**src/mrgd_pkg.sv**
```systemverilog
// Shared types, constants and helpers for the multicode regular graph decoder.
// No dependencies; used by every module of the block.
package mrgd_pkg;

  localparam int unsigned MAX_VERTICES = 64;
  localparam int unsigned DEGREE       = 3;
  localparam int unsigned ADDR_W       = $clog2(MAX_VERTICES);
  localparam int unsigned OUT_DEPTH    = 4;
  localparam int unsigned OUT_PW       = $clog2(OUT_DEPTH);

  localparam logic [7:0] MAX_V8 = 8'(MAX_VERTICES);
  localparam logic [2:0] DEG3   = 3'(DEGREE);

  typedef enum logic [1:0] {
    ST_OK    = 2'd0,
    ST_VERTS = 2'd1,
    ST_RANGE = 2'd2,
    ST_IRREG = 2'd3
  } status_e;

  typedef enum logic {
    KIND_EDGE = 1'b0,
    KIND_SUM  = 1'b1
  } kind_e;

  typedef struct packed {
    kind_e       kind;
    logic [7:0]  from_vertex;
    logic [7:0]  to_vertex;
    logic [2:0]  from_slot;
    logic [2:0]  to_slot;
    logic [7:0]  vertex_count;
    logic [8:0]  edge_count;
    status_e     status;
    logic        last;
  } res_t;

  typedef struct packed {
    logic [1:0] cnt;
    res_t       res0;
    res_t       res1;
  } push_t;

  typedef struct packed {
    logic              wr_en;
    logic [ADDR_W-1:0] wr_addr;
    logic [2:0]        wr_data;
    logic              rd_en;
    logic [ADDR_W-1:0] rd_w_addr;
    logic [ADDR_W-1:0] rd_nx_addr;
  } mem_req_t;

  // code bytes that follow a header of n vertices
  function automatic logic [9:0] hdr_len(input logic [7:0] n);
    logic [10:0] prod;
    logic [10:0] len;
    prod = 11'(n) * 11'(DEGREE);
    len  = (prod >> 1) + 11'(n) - 11'd1;
    return (n == 8'd0) ? 10'd0 : len[9:0];
  endfunction

  function automatic logic [8:0] edge_cnt(input logic [7:0] n);
    logic [10:0] prod;
    prod = 11'(n) * 11'(DEGREE);
    return prod[9:1];
  endfunction

  function automatic logic [2:0] sat_add(input logic [2:0] old, input logic [1:0] amt);
    logic [3:0] sum;
    sum = 4'(old) + 4'(amt);
    return (sum > 4'd7) ? 3'd7 : sum[2:0];
  endfunction

  function automatic logic [7:0] full_step(input logic [7:0] full, input logic [2:0] old,
                                           input logic [2:0] now);
    logic [7:0] f;
    f = full;
    if (old == DEG3 && f != 8'd0) f = f - 8'd1;
    if (now == DEG3) f = f + 8'd1;
    return f;
  endfunction

endpackage

```
**src/mrgd_deg_mem.sv**
```systemverilog
// Degree memory: one write port, two registered read ports.
// Depends on mrgd_pkg for the depth and the request struct.
module mrgd_deg_mem (
  input  logic                clk_i,
  input  mrgd_pkg::mem_req_t  req_i,
  output logic [2:0]          rd_w_o,
  output logic [2:0]          rd_nx_o
);

  logic [2:0] mem_q [mrgd_pkg::MAX_VERTICES];

  always_ff @(posedge clk_i) begin
    if (req_i.wr_en) begin
      mem_q[req_i.wr_addr] <= req_i.wr_data;
    end
    if (req_i.rd_en) begin
      rd_w_o  <= mem_q[req_i.rd_w_addr];
      rd_nx_o <= mem_q[req_i.rd_nx_addr];
    end
  end

endmodule

```
**src/mrgd_core.sv**
```systemverilog
// Input stage, decoder state and per-byte update logic.
// Depends on mrgd_pkg; drives mrgd_deg_mem and pushes into mrgd_out_fifo.
module mrgd_core (
  input  logic                clk_i,
  input  logic                rst_ni,
  input  logic                valid_i,
  input  logic [7:0]          code_byte_i,
  output logic                stall_o,
  output mrgd_pkg::mem_req_t  mem_req_o,
  input  logic [2:0]          rd_w_i,
  input  logic [2:0]          rd_nx_i,
  input  logic                space_ok_i,
  output mrgd_pkg::push_t     push_o
);

  localparam int unsigned AW = mrgd_pkg::ADDR_W;

  logic                          stg_vld_q, stg_vld_d;
  logic [7:0]                    stg_byte_q;
  logic                          fwd_en_q;
  logic [AW-1:0]                 fwd_addr_q;
  logic [2:0]                    fwd_data_q;
  logic                          await_q, await_d;
  logic [9:0]                    bl_q, bl_d;
  logic [7:0]                    cur_v_q, cur_v_d;
  logic [7:0]                    n_q, n_d;
  logic [7:0]                    full_q, full_d;
  mrgd_pkg::status_e             err_q, err_d;
  logic [2:0]                    cur_deg_q, cur_deg_d;
  logic [mrgd_pkg::MAX_VERTICES-1:0] vld_q;

  logic          adv, acc, clr_vld;
  logic [7:0]    w8, in_w8, nx8, nx_cur8;
  logic [AW-1:0] w_addr, nx_addr;
  logic [9:0]    bl_dec;
  logic [2:0]    eff_w, eff_nx, ts, now_v, now_w, now_loop;
  logic [7:0]    f1, f2, f_loop;
  logic          is_zero, is_loop, v_in, v_ok, w_ok;
  logic          edge_emit, sum_emit;
  logic          wr_en;
  logic [AW-1:0] wr_addr;
  logic [2:0]    wr_data;
  mrgd_pkg::res_t    edge_res, sum_res;
  mrgd_pkg::status_e sum_st;

  assign adv     = stg_vld_q & space_ok_i;
  assign stall_o = stg_vld_q & ~space_ok_i;
  assign acc     = valid_i & ~stall_o;
  assign stg_vld_d = acc | (stg_vld_q & ~adv);

  assign w8      = stg_byte_q - 8'd1;
  assign w_addr  = w8[AW-1:0];
  assign nx_cur8 = cur_v_q + 8'd1;
  assign nx_addr = nx_cur8[AW-1:0];
  assign bl_dec  = bl_q - 10'd1;
  assign is_zero = (stg_byte_q == 8'd0);
  assign is_loop = (w8 == cur_v_q);
  assign v_in    = (cur_v_q < mrgd_pkg::MAX_V8);
  assign v_ok    = v_in && (cur_v_q < n_q);
  assign w_ok    = (w8 < mrgd_pkg::MAX_V8) && (w8 < n_q);

  // reads were issued at accept; patch in the write from that same edge
  assign eff_w  = !vld_q[w_addr] ? 3'd0 :
                  (fwd_en_q && fwd_addr_q == w_addr) ? fwd_data_q : rd_w_i;
  assign eff_nx = !vld_q[nx_addr] ? 3'd0 :
                  (fwd_en_q && fwd_addr_q == nx_addr) ? fwd_data_q : rd_nx_i;

  assign ts       = is_loop ? cur_deg_q : eff_w;
  assign now_v    = mrgd_pkg::sat_add(cur_deg_q, 2'd1);
  assign now_w    = mrgd_pkg::sat_add(eff_w, 2'd1);
  assign now_loop = mrgd_pkg::sat_add(cur_deg_q, 2'd2);
  assign f1       = mrgd_pkg::full_step(full_q, cur_deg_q, now_v);
  assign f2       = mrgd_pkg::full_step(f1, eff_w, now_w);
  assign f_loop   = mrgd_pkg::full_step(full_q, cur_deg_q, now_loop);

  always_comb begin
    await_d   = await_q;
    bl_d      = bl_q;
    cur_v_d   = cur_v_q;
    n_d       = n_q;
    full_d    = full_q;
    err_d     = err_q;
    cur_deg_d = cur_deg_q;
    clr_vld   = 1'b0;
    wr_en     = 1'b0;
    wr_addr   = cur_v_q[AW-1:0];
    wr_data   = cur_deg_q;
    edge_emit = 1'b0;
    sum_emit  = 1'b0;
    if (adv) begin
      if (await_q) begin
        await_d   = 1'b0;
        n_d       = stg_byte_q;
        cur_v_d   = 8'd0;
        full_d    = 8'd0;
        cur_deg_d = 3'd0;
        clr_vld   = 1'b1;
        err_d     = (stg_byte_q > mrgd_pkg::MAX_V8) ? mrgd_pkg::ST_VERTS : mrgd_pkg::ST_OK;
        bl_d      = mrgd_pkg::hdr_len(stg_byte_q);
        sum_emit  = (bl_d == 10'd0);
      end else begin
        bl_d = bl_dec;
        if (err_q != mrgd_pkg::ST_VERTS) begin
          if (is_zero) begin
            if (cur_v_q != 8'hFF) cur_v_d = nx_cur8;
            wr_en     = v_in;
            cur_deg_d = eff_nx;
          end else if (!v_ok || !w_ok) begin
            if (err_q == mrgd_pkg::ST_OK) err_d = mrgd_pkg::ST_RANGE;
          end else begin
            edge_emit = 1'b1;
            if (is_loop) begin
              cur_deg_d = now_loop;
              full_d    = f_loop;
            end else begin
              cur_deg_d = now_v;
              full_d    = f2;
              wr_en     = 1'b1;
              wr_addr   = w_addr;
              wr_data   = now_w;
            end
          end
        end
        sum_emit = (bl_dec == 10'd0);
      end
      if (sum_emit) await_d = 1'b1;
    end
  end

  assign sum_st = (err_d != mrgd_pkg::ST_OK) ? err_d :
                  (full_d != n_d) ? mrgd_pkg::ST_IRREG : mrgd_pkg::ST_OK;

  always_comb begin
    edge_res.kind         = mrgd_pkg::KIND_EDGE;
    edge_res.from_vertex  = cur_v_q;
    edge_res.to_vertex    = w8;
    edge_res.from_slot    = cur_deg_q;
    edge_res.to_slot      = ts;
    edge_res.vertex_count = n_q;
    edge_res.edge_count   = mrgd_pkg::edge_cnt(n_q);
    edge_res.status       = mrgd_pkg::ST_OK;
    edge_res.last         = 1'b0;
    sum_res.kind          = mrgd_pkg::KIND_SUM;
    sum_res.from_vertex   = 8'd0;
    sum_res.to_vertex     = 8'd0;
    sum_res.from_slot     = 3'd0;
    sum_res.to_slot       = 3'd0;
    sum_res.vertex_count  = n_d;
    sum_res.edge_count    = mrgd_pkg::edge_cnt(n_d);
    sum_res.status        = sum_st;
    sum_res.last          = 1'b1;
  end

  assign push_o.cnt  = 2'(edge_emit) + 2'(sum_emit);
  assign push_o.res0 = edge_emit ? edge_res : sum_res;
  assign push_o.res1 = sum_res;

  assign in_w8 = code_byte_i - 8'd1;
  assign nx8   = cur_v_d + 8'd1;

  assign mem_req_o.wr_en      = wr_en;
  assign mem_req_o.wr_addr    = wr_addr;
  assign mem_req_o.wr_data    = wr_data;
  assign mem_req_o.rd_en      = acc;
  assign mem_req_o.rd_w_addr  = in_w8[AW-1:0];
  assign mem_req_o.rd_nx_addr = nx8[AW-1:0];

  always_ff @(posedge clk_i or negedge rst_ni) begin
    if (!rst_ni) begin
      stg_vld_q <= 1'b0;
      fwd_en_q  <= 1'b0;
      await_q   <= 1'b1;
      bl_q      <= 10'd0;
      cur_v_q   <= 8'd0;
      n_q       <= 8'd0;
      full_q    <= 8'd0;
      err_q     <= mrgd_pkg::ST_OK;
      cur_deg_q <= 3'd0;
      vld_q     <= '0;
    end else begin
      stg_vld_q <= stg_vld_d;
      await_q   <= await_d;
      bl_q      <= bl_d;
      cur_v_q   <= cur_v_d;
      n_q       <= n_d;
      full_q    <= full_d;
      err_q     <= err_d;
      cur_deg_q <= cur_deg_d;
      if (acc) fwd_en_q <= wr_en;
      if (clr_vld) begin
        vld_q <= '0;
      end else if (wr_en) begin
        vld_q[wr_addr] <= 1'b1;
      end
    end
  end

  always_ff @(posedge clk_i) begin
    if (acc) begin
      stg_byte_q <= code_byte_i;
      fwd_addr_q <= wr_addr;
      fwd_data_q <= wr_data;
    end
  end

endmodule

```
**src/mrgd_out_fifo.sv**
```systemverilog
// Result queue: takes up to two results per cycle, hands out one.
// Depends on mrgd_pkg for the result and push structs.
module mrgd_out_fifo (
  input  logic             clk_i,
  input  logic             rst_ni,
  input  mrgd_pkg::push_t  push_i,
  output logic             space_ok_o,
  output logic             valid_o,
  input  logic             stall_i,
  output mrgd_pkg::res_t   res_o
);

  localparam int unsigned PW = mrgd_pkg::OUT_PW;

  mrgd_pkg::res_t  mem_q [mrgd_pkg::OUT_DEPTH];
  logic [PW-1:0]   wr_ptr_q, rd_ptr_q, wr_ptr1;
  logic [PW:0]     cnt_q;
  logic            pop;

  assign valid_o    = (cnt_q != '0);
  assign pop        = valid_o & ~stall_i;
  assign space_ok_o = (cnt_q <= (PW+1)'(mrgd_pkg::OUT_DEPTH - 2));
  assign res_o      = mem_q[rd_ptr_q];
  assign wr_ptr1    = wr_ptr_q + PW'(1);

  always_ff @(posedge clk_i or negedge rst_ni) begin
    if (!rst_ni) begin
      wr_ptr_q <= '0;
      rd_ptr_q <= '0;
      cnt_q    <= '0;
    end else begin
      wr_ptr_q <= wr_ptr_q + PW'(push_i.cnt);
      if (pop) rd_ptr_q <= rd_ptr_q + PW'(1);
      cnt_q <= cnt_q + (PW+1)'(push_i.cnt) - (PW+1)'(pop);
    end
  end

  always_ff @(posedge clk_i) begin
    if (push_i.cnt != 2'd0) mem_q[wr_ptr_q] <= push_i.res0;
    if (push_i.cnt == 2'd2) mem_q[wr_ptr1] <= push_i.res1;
  end

endmodule

```
**src/multicode_regular_graph_decoder.sv**
```systemverilog
// Top level of the multicode regular graph decoder.
// Depends on mrgd_pkg, mrgd_core, mrgd_deg_mem and mrgd_out_fifo.
//
// Input channel: one code byte per request (valid_i / stall_o). The first
// byte of a graph is its vertex count n; n*DEGREE/2+n-1 code bytes follow.
// Output channel: one result per request (valid_o / stall_i). A nonzero code
// byte inside range gives an edge result with both endpoints and their
// adjacency slots; the last code byte of a graph also gives a summary result
// (kind 1, last 1) with n, the edge count and a status.
// Throughput: one byte per cycle while the input stage is not stalled. A
// byte that yields both an edge and the summary fills two queue entries;
// the output side drains one per cycle while stall_i is low. Path: each
// accepted byte is registered in the input stage, then its results are
// queued. Degree reads go to a two-read-port memory, issued on accept.
// Stall: the result queue holds four entries; the input stage stalls once
// three or more results wait, and nothing is dropped.
// Reset: the block waits for a header byte, all degrees read as zero.
module multicode_regular_graph_decoder (
  input  logic       clk_i,
  input  logic       rst_ni,
  input  logic       valid_i,
  output logic       stall_o,
  input  logic [7:0] code_byte_i,
  output logic       valid_o,
  input  logic       stall_i,
  output logic       kind_o,
  output logic [7:0] from_vertex_o,
  output logic [7:0] to_vertex_o,
  output logic [2:0] from_slot_o,
  output logic [2:0] to_slot_o,
  output logic [7:0] vertex_count_o,
  output logic [8:0] edge_count_o,
  output logic [1:0] status_o,
  output logic       last_o
);

  mrgd_pkg::mem_req_t mem_req;
  mrgd_pkg::push_t    push;
  mrgd_pkg::res_t     res;
  logic [2:0]         rd_w, rd_nx;
  logic               space_ok;

  mrgd_core u_core (
    .clk_i       (clk_i),
    .rst_ni      (rst_ni),
    .valid_i     (valid_i),
    .code_byte_i (code_byte_i),
    .stall_o     (stall_o),
    .mem_req_o   (mem_req),
    .rd_w_i      (rd_w),
    .rd_nx_i     (rd_nx),
    .space_ok_i  (space_ok),
    .push_o      (push)
  );

  mrgd_deg_mem u_mem (
    .clk_i   (clk_i),
    .req_i   (mem_req),
    .rd_w_o  (rd_w),
    .rd_nx_o (rd_nx)
  );

  mrgd_out_fifo u_fifo (
    .clk_i      (clk_i),
    .rst_ni     (rst_ni),
    .push_i     (push),
    .space_ok_o (space_ok),
    .valid_o    (valid_o),
    .stall_i    (stall_i),
    .res_o      (res)
  );

  assign kind_o         = res.kind;
  assign from_vertex_o  = res.from_vertex;
  assign to_vertex_o    = res.to_vertex;
  assign from_slot_o    = res.from_slot;
  assign to_slot_o      = res.to_slot;
  assign vertex_count_o = res.vertex_count;
  assign edge_count_o   = res.edge_count;
  assign status_o       = res.status;
  assign last_o         = res.last;

endmodule

```
**config.mk**
```make
export PLATFORM = sky130hd
export DESIGN_NAME = multicode_regular_graph_decoder
export DESIGN_NICKNAME = d
export VERILOG_FILES = /design/src/mrgd_pkg.sv /design/src/mrgd_deg_mem.sv /design/src/mrgd_core.sv /design/src/mrgd_out_fifo.sv /design/src/multicode_regular_graph_decoder.sv
export SDC_FILE = /design/constraint.sdc
export NUM_CORES = 1
export LEC_CHECK = 0
export BUFFER_PORTS_ARGS = -buffer_cell sky130_fd_sc_hd__clkbuf_2
export CORE_ASPECT_RATIO = 1.1
export CORE_UTILIZATION = 24
export DETAILED_ROUTE_END_ITERATION = 12
export MAX_ROUTING_LAYER = met4
export SKIP_CTS_REPAIR_TIMING = 1
export SLEW_MARGIN = 20
export SYNTH_ARGS = -nofsm -noshare
export SYNTH_HDL_FRONTEND = slang
export SYNTH_SLANG_ARGS = --single-unit
```
**constraint.sdc**
```tcl
create_clock -name clk_i -period 5.9 [get_ports clk_i]
set_clock_uncertainty 0.05 [all_clocks]
set_input_delay 0.295 -clock clk_i [delete_from_list [all_inputs] [get_ports clk_i]]
set_output_delay 0.295 -clock clk_i [all_outputs]
set_load 0.05 [all_outputs]
```
# Word-level counts from Yosys, hierarchy flattened
# Memories as Yosys holds them, arrays and structs flattened. A register that Yosys moved wholly into a read port is not among the register bits.
# Index checks and enable logic that the tools add are counted.
[totals]
ff_bits = 130
ramBits = 364
inputBits = 12
out_inout_bits = 45
elab_cells = 186
memories = 2
[mem_list]
columns = ["name", "words", "word_bits", "read_ports", "rd_clocked_by_memory_dff", "wr", "line", "text"]
rows = [
  ["u_mem.mem_q", 64, 3, 2, 2, 1, "mrgd_deg_mem.sv:10", "logic [2:0] mem_q [mrgd_pkg::MAX_VERTICES];"],
  ["u_fifo.mem_q", 4, 43, 1, 0, 2, "mrgd_out_fifo.sv:15", "mrgd_pkg::res_t mem_q [mrgd_pkg::OUT_DEPTH];"],
]
[op_classes]
addsub = 20
n_mul = 3
magnitude_cmp = 13
eq_ne = 13
muxes = 86
bitwise_logic = 11
n_reduce_logical = 22
[ops]
columns = ["op", "count"]
rows = [
  ["8-bit 2-to-1 mux", 18],
  ["64-bit 2-to-1 mux", 2],
  ["64-bit OR", 1],
  ["3-bit 2-to-1 mux", 19],
  ["43-bit 2-to-1 mux", 1],
  ["6-bit 2-to-1 mux", 6],
  ["8-bit by 2-bit multiplier with 10-bit output, second input constant", 3],
  ["1-bit 2-to-1 mux", 27],
  ["8-bit by 1-bit adder with 8-bit output, second input constant", 3],
  ["8-bit by 1-bit subtractor with 8-bit output, second input constant", 3],
  ["6-bit by 7-bit less-than comparator with 1-bit output, second input constant", 3],
  ["10-bit zero test", 2],
  ["10-bit 2-to-1 mux", 2],
  ["10-bit by 1-bit subtractor with 10-bit output, second input constant", 2],
  ["8-bit by 7-bit less-than comparator with 1-bit output, second input constant", 2],
  ["8-bit less-than comparator", 2],
  ["2-bit 2-to-1 mux", 8],
  ["8-bit nonzero test", 2],
  ["3-bit by 2-bit == test with 1-bit output, second input constant", 5],
  ["1-bit binary-select mux with 6-bit select", 2],
  ["6-bit == test", 2],
  ["4-bit by 3-bit > comparator with 1-bit output, second input constant", 3],
  ["9-bit by 8-bit adder with 10-bit output", 1],
  ["3-bit by 1-bit adder with 4-bit output, second input constant", 2],
  ["29 further kinds", 47],
]

# Depth between registers and ports, before layout
[depth]
ltp_word = 20
mapped_depth = 29
ltp_nobuf = 26

# By module
# Synthesis repeated with hierarchy kept, for this count alone.
[hier_totals]
cells_unflattened = 2312
area_unflattened_um2 = 29759.8
[modules_own_cells]
columns = ["module", "instances", "cells_per_inst", "area_each_um2", "seq_area_each_um2"]
rows = [
  ["mrgd_core", 1, 1307, 11504.8, 3164.3],
  ["mrgd_deg_mem", 1, 547, 9491.6, 5945.7],
  ["mrgd_out_fifo", 1, 458, 8763.4, 5340.1],
]

# Least setup slack after synthesis
# No wires, ideal clock.
[synth_timing]
path_type = "flip-flop to flip-flop"
from = "register u_core.stg_byte_q[0]"
to = "register u_core.fwd_data_q[0], data pin"
setup_ns = 0.594
arrival_ns = 5.578
required_ns = 5.256
path_slack_ns = -0.322
path_stages_with_launch = 19
n_path_buf = 5
period_less_slack_ns = 6.222
path_cell_list = "edfxtp_1 -> buf_2 -> inv_1 -> ha_1 -> xnor2_2 -> inv_2 -> buf_4 -> buf_4 -> buf_2 -> ha_1 -> a211o_1 -> a31o_2 -> a21oi_1 -> nand4_1 -> or4_1 -> clkbuf_1 -> nor2_1 -> nor2_1 -> a31oi_1"
[synth_lines]
columns = ["element", "line", "text"]
rows = [
  ["start: declaration", "mrgd_core.sv:19", "logic [7:0] stg_byte_q;"],
  ["start signal: assignment", "mrgd_core.sv:200", "stg_byte_q <= code_byte_i;"],
  ["end signal: assignment", "mrgd_core.sv:202", "fwd_data_q <= wr_data;"],
  ["end: declaration", "mrgd_core.sv:22", "logic [2:0] fwd_data_q;"],
]

==> results.json <==
{
  "syn_inst": 2200,
  "grt.total_usage_pct": 14.5,
  "syn_nets": 2304,
  "place_hpwl_mm": 59.2,
  "leakagePower_nw": 11.9,
  "maxCapViolations": 0,
  "synthMostInstantiatedCell": "edfxtp_1",
  "crit_buf_inv": 6,
  "h-tree-depth": 2,
  "ir_drop_mv": 0.231,
  "clock-root-buffer": "clkbuf_16",
  "critical-path-max-stage-delay_ns": 0.52,
  "gp_congestion": 0.930,
  "crit_top_cell": "ha_1",
  "core.rowCount": 129,
  "final_nets": 2441,
  "synth_cell_types": 98,
  "final-hold-violation-count": 0,
  "grt_overflow": 0,
  "slew_headroom_pct": 29.9,
  "hold_class": "primary input to flip-flop",
  "holdWs_ns": 0.0562,
  "antenna_found_initial": 1,
  "clk_pin_slew_ns": 0.07,
  "power_per_cell_area_nw_per_um2": 336,
  "crit_fanout": 10,
  "wire_per_inst_um": 21.0,
  "core_area_um2": 112000,
  "clockBufferDepth": 3,
  "worstSetupPathType": "flip-flop to flip-flop",
  "worstMarginPinSlew_ns": 1.05,
  "worst_slack_ns": 0.333,
  "fin_crit_sh_pct": 94.4,
  "finalPower_mw": 10.8,
  "routed_wl_mm": 81.6,
  "dieArea_um2": 115000,
  "async_reset_ff_share_pct": 22.8,
  "grt_pass1_wl_mm": 124,
  "arrival_ns": 5.88,
  "clk_latency_ns": 0.63,
  "synth_ff_type": "edfxtp_1",
  "path_delay_family": "compound AO/OA/AOI/OAI gates",
  "finalSetupViolations": 0,
  "outcome": "completed",
  "numCtsBuffers": 55,
  "cp.required_ns": 6.22,
  "final_area_um2": 32200,
  "syn_area_um2": 27200,
  "drc": 0,
  "ant_nets": 0,
  "syn_to_final_growth_pct": 18.3,
  "finalCriticalPeriod_ns": 5.57,
  "portBuffers": 56,
  "synth_common_cells": "291 x edfxtp_1, 195 x mux4_2, 195 x nor2_1",
  "die_y_um": 355,
  "fp.dieW_um": 323,
  "synth_top_area_share_pct": 32.1,
  "drive_above_1_share_pct": 24.3,
  "yosysSeqAreaShare_pct": 49.2,
  "path_cells": "inv_2 -> ha_1 -> inv_4 -> mux4_2 -> a22o_1 -> nor3_1 -> a22oi_2 -> buf_4 -> and3_2 -> ha_1 -> ha_2 -> inv_1 -> a31o_4 -> xor2_2 -> ha_1 -> inv_1 -> a311o_1 -> or3b_1 -> a21oi_1 -> o21ai_0 -> nor3_4 -> buf_12 -> a21oi_1",
  "maxSlewViolCount": 0,
  "max_freq_mhz": 180,
  "ys_ff_latch": 496,
  "fin_util_pct": 28.7,
  "initial_utilization_pct": 24.2,
  "cp-start-kind": "flip-flop",
  "place_ws_ns": 0.0108,
  "synth_area_leaders": "edfxtp_1 32%, mux4_2 16%, dfrtp_1 10%",
  "cts_tree": "built",
  "ios": 57,
  "cts_sinks": 496,
  "synth_edf_count": 291,
  "cp_slowest_cell": "mux4_2",
  "synth_area_per_cell_um2": 12.4,
  "antenna-diode-count": 0,
  "vias": 19400,
  "grt_pass1_vias": 19300,
  "drtPass1Iterations": 6,
  "synth_area_leader_cell": "edfxtp_1",
  "crit_path_end_kind": "flip-flop",
  "ys_warn_count": 0,
  "drt_iter0_drc": 1753,
  "via_per_inst": 5.00,
  "grt_start_max_net_pins": 75,
  "place_area_um2": 30100
}
cell families (layout without fill, tap and decap cells):
| family | after synthesis | in the layout | share of synthesized area, % |
|---|---|---|---|
| AO/OA/AOI/OAI | 456 | 456 | 11.3 |
| AND/OR/NAND/NOR | 591 | 591 | 10.6 |
| multiplexers | 234 | 234 | 17.6 |
| XOR/XNOR | 100 | 100 | 3.55 |
| adder cells (fa/ha/maj) | 92 | 92 | 4.36 |
| buffers and inverters | 231 | 414 | 3.33 |
| flip-flops | 496 | 496 | 49.2 |
routing by layer:
layer / wire length (um) / track usage [%] / vias up
li1: - / - / 8651
met4: 2410 / 4.09 / 0
met1: 34300 / 18.5 / 9891
met3: 4650 / 1.95 / 155
met5: 0 / - / -
met2: 40300 / 24.0 / 732
state kept, by name (all words and copies together) (netlist names), 6 cells and up:
name,flops
u_core.vld_q,64
u_core.fwd_addr_q,6
u_mem.mem_q,192
u_core.n_q,8
u_core.full_q,8
u_fifo.mem_q,168
u_core.stg_byte_q,8
u_core.bl_q,10
u_core.cur_v_q,8
where the power goes:
part	switching, mW	leakage [nW]	total [mW]	internal (mW)
Clock	1.51	0.946	3.59	2.08
Combinational	2.03	6.19	3.29	1.27
Sequential	0.121	4.81	3.96	3.84
Total	3.65	11.9	10.8	7.19
path summary, 6_finish.rpt:
path	start	endpoint	slack, ns	depth (start not counted)
worst max-delay path	u_core.stg_byte_q[0]$_DFFE_PP_	u_fifo.mem_q[3][2]$_DFFE_PP_	0.33	23
worst min-delay path	code_byte_i[2]	u_core.stg_byte_q[2]$_DFFE_PP_	0.06	1
worst max register to register	u_core.stg_byte_q[0]$_DFFE_PP_	u_fifo.mem_q[3][2]$_DFFE_PP_	0.33	23
worst min register to register	u_fifo.mem_q[3][28]$_SDFFE_PP0P_	u_fifo.mem_q[3][28]$_SDFFE_PP0P_	0.40	2
max in group asynchronous	rst_ni	u_core.cur_v_q[0]$_DFF_PN0_	4.62	3
min in group asynchronous	rst_ni	u_fifo.rd_ptr_q[1]$_DFFE_PN0P_	0.12	2
through the flow:
| step | setup TNS, ns | std cells |
|---|---|---|
| 6_report | 0 | 3889 |
| 2_1_floorplan | 0 | 2200 |
| 3_3_place_gp | 0 | 3774 |
| 4_1_cts | -0.0545 | 3877 |
| 3_5_place_dp | 0 | 3774 |
| 5_1_grt | -0.0505 | 3889 |
cells in the final DEF, fill, tap and decap left out, drive strengths merged, types with 35 or more instances in the layout:
cell type,netlist,final
clkbuf,86,127
dfrtp,112,112
inv,104,110
o21ai,104,104
xnor2,61,61
dfxtp,92,92
a21o,64,64
mux4,195,195
nand2,166,166
nand3,41,41
buf,40,143
ha,87,87
a21oi,83,83
a22o,35,35
edfxtp,291,291
o22ai,35,35
nor2,195,195
xor2,35,35
area by class of cell:
type	count	area, um2
Multi-Input combinational cell	1473	13100
Inverter	105	397
Clock inverter	30	338
Tap cell	1506	1880
Timing Repair Buffer	206	1520
Sequential cell	496	13400
Fill cell	11500	80300
Clock buffer	73	1580
Note: power is estimated with default switching activity, not from simulation.
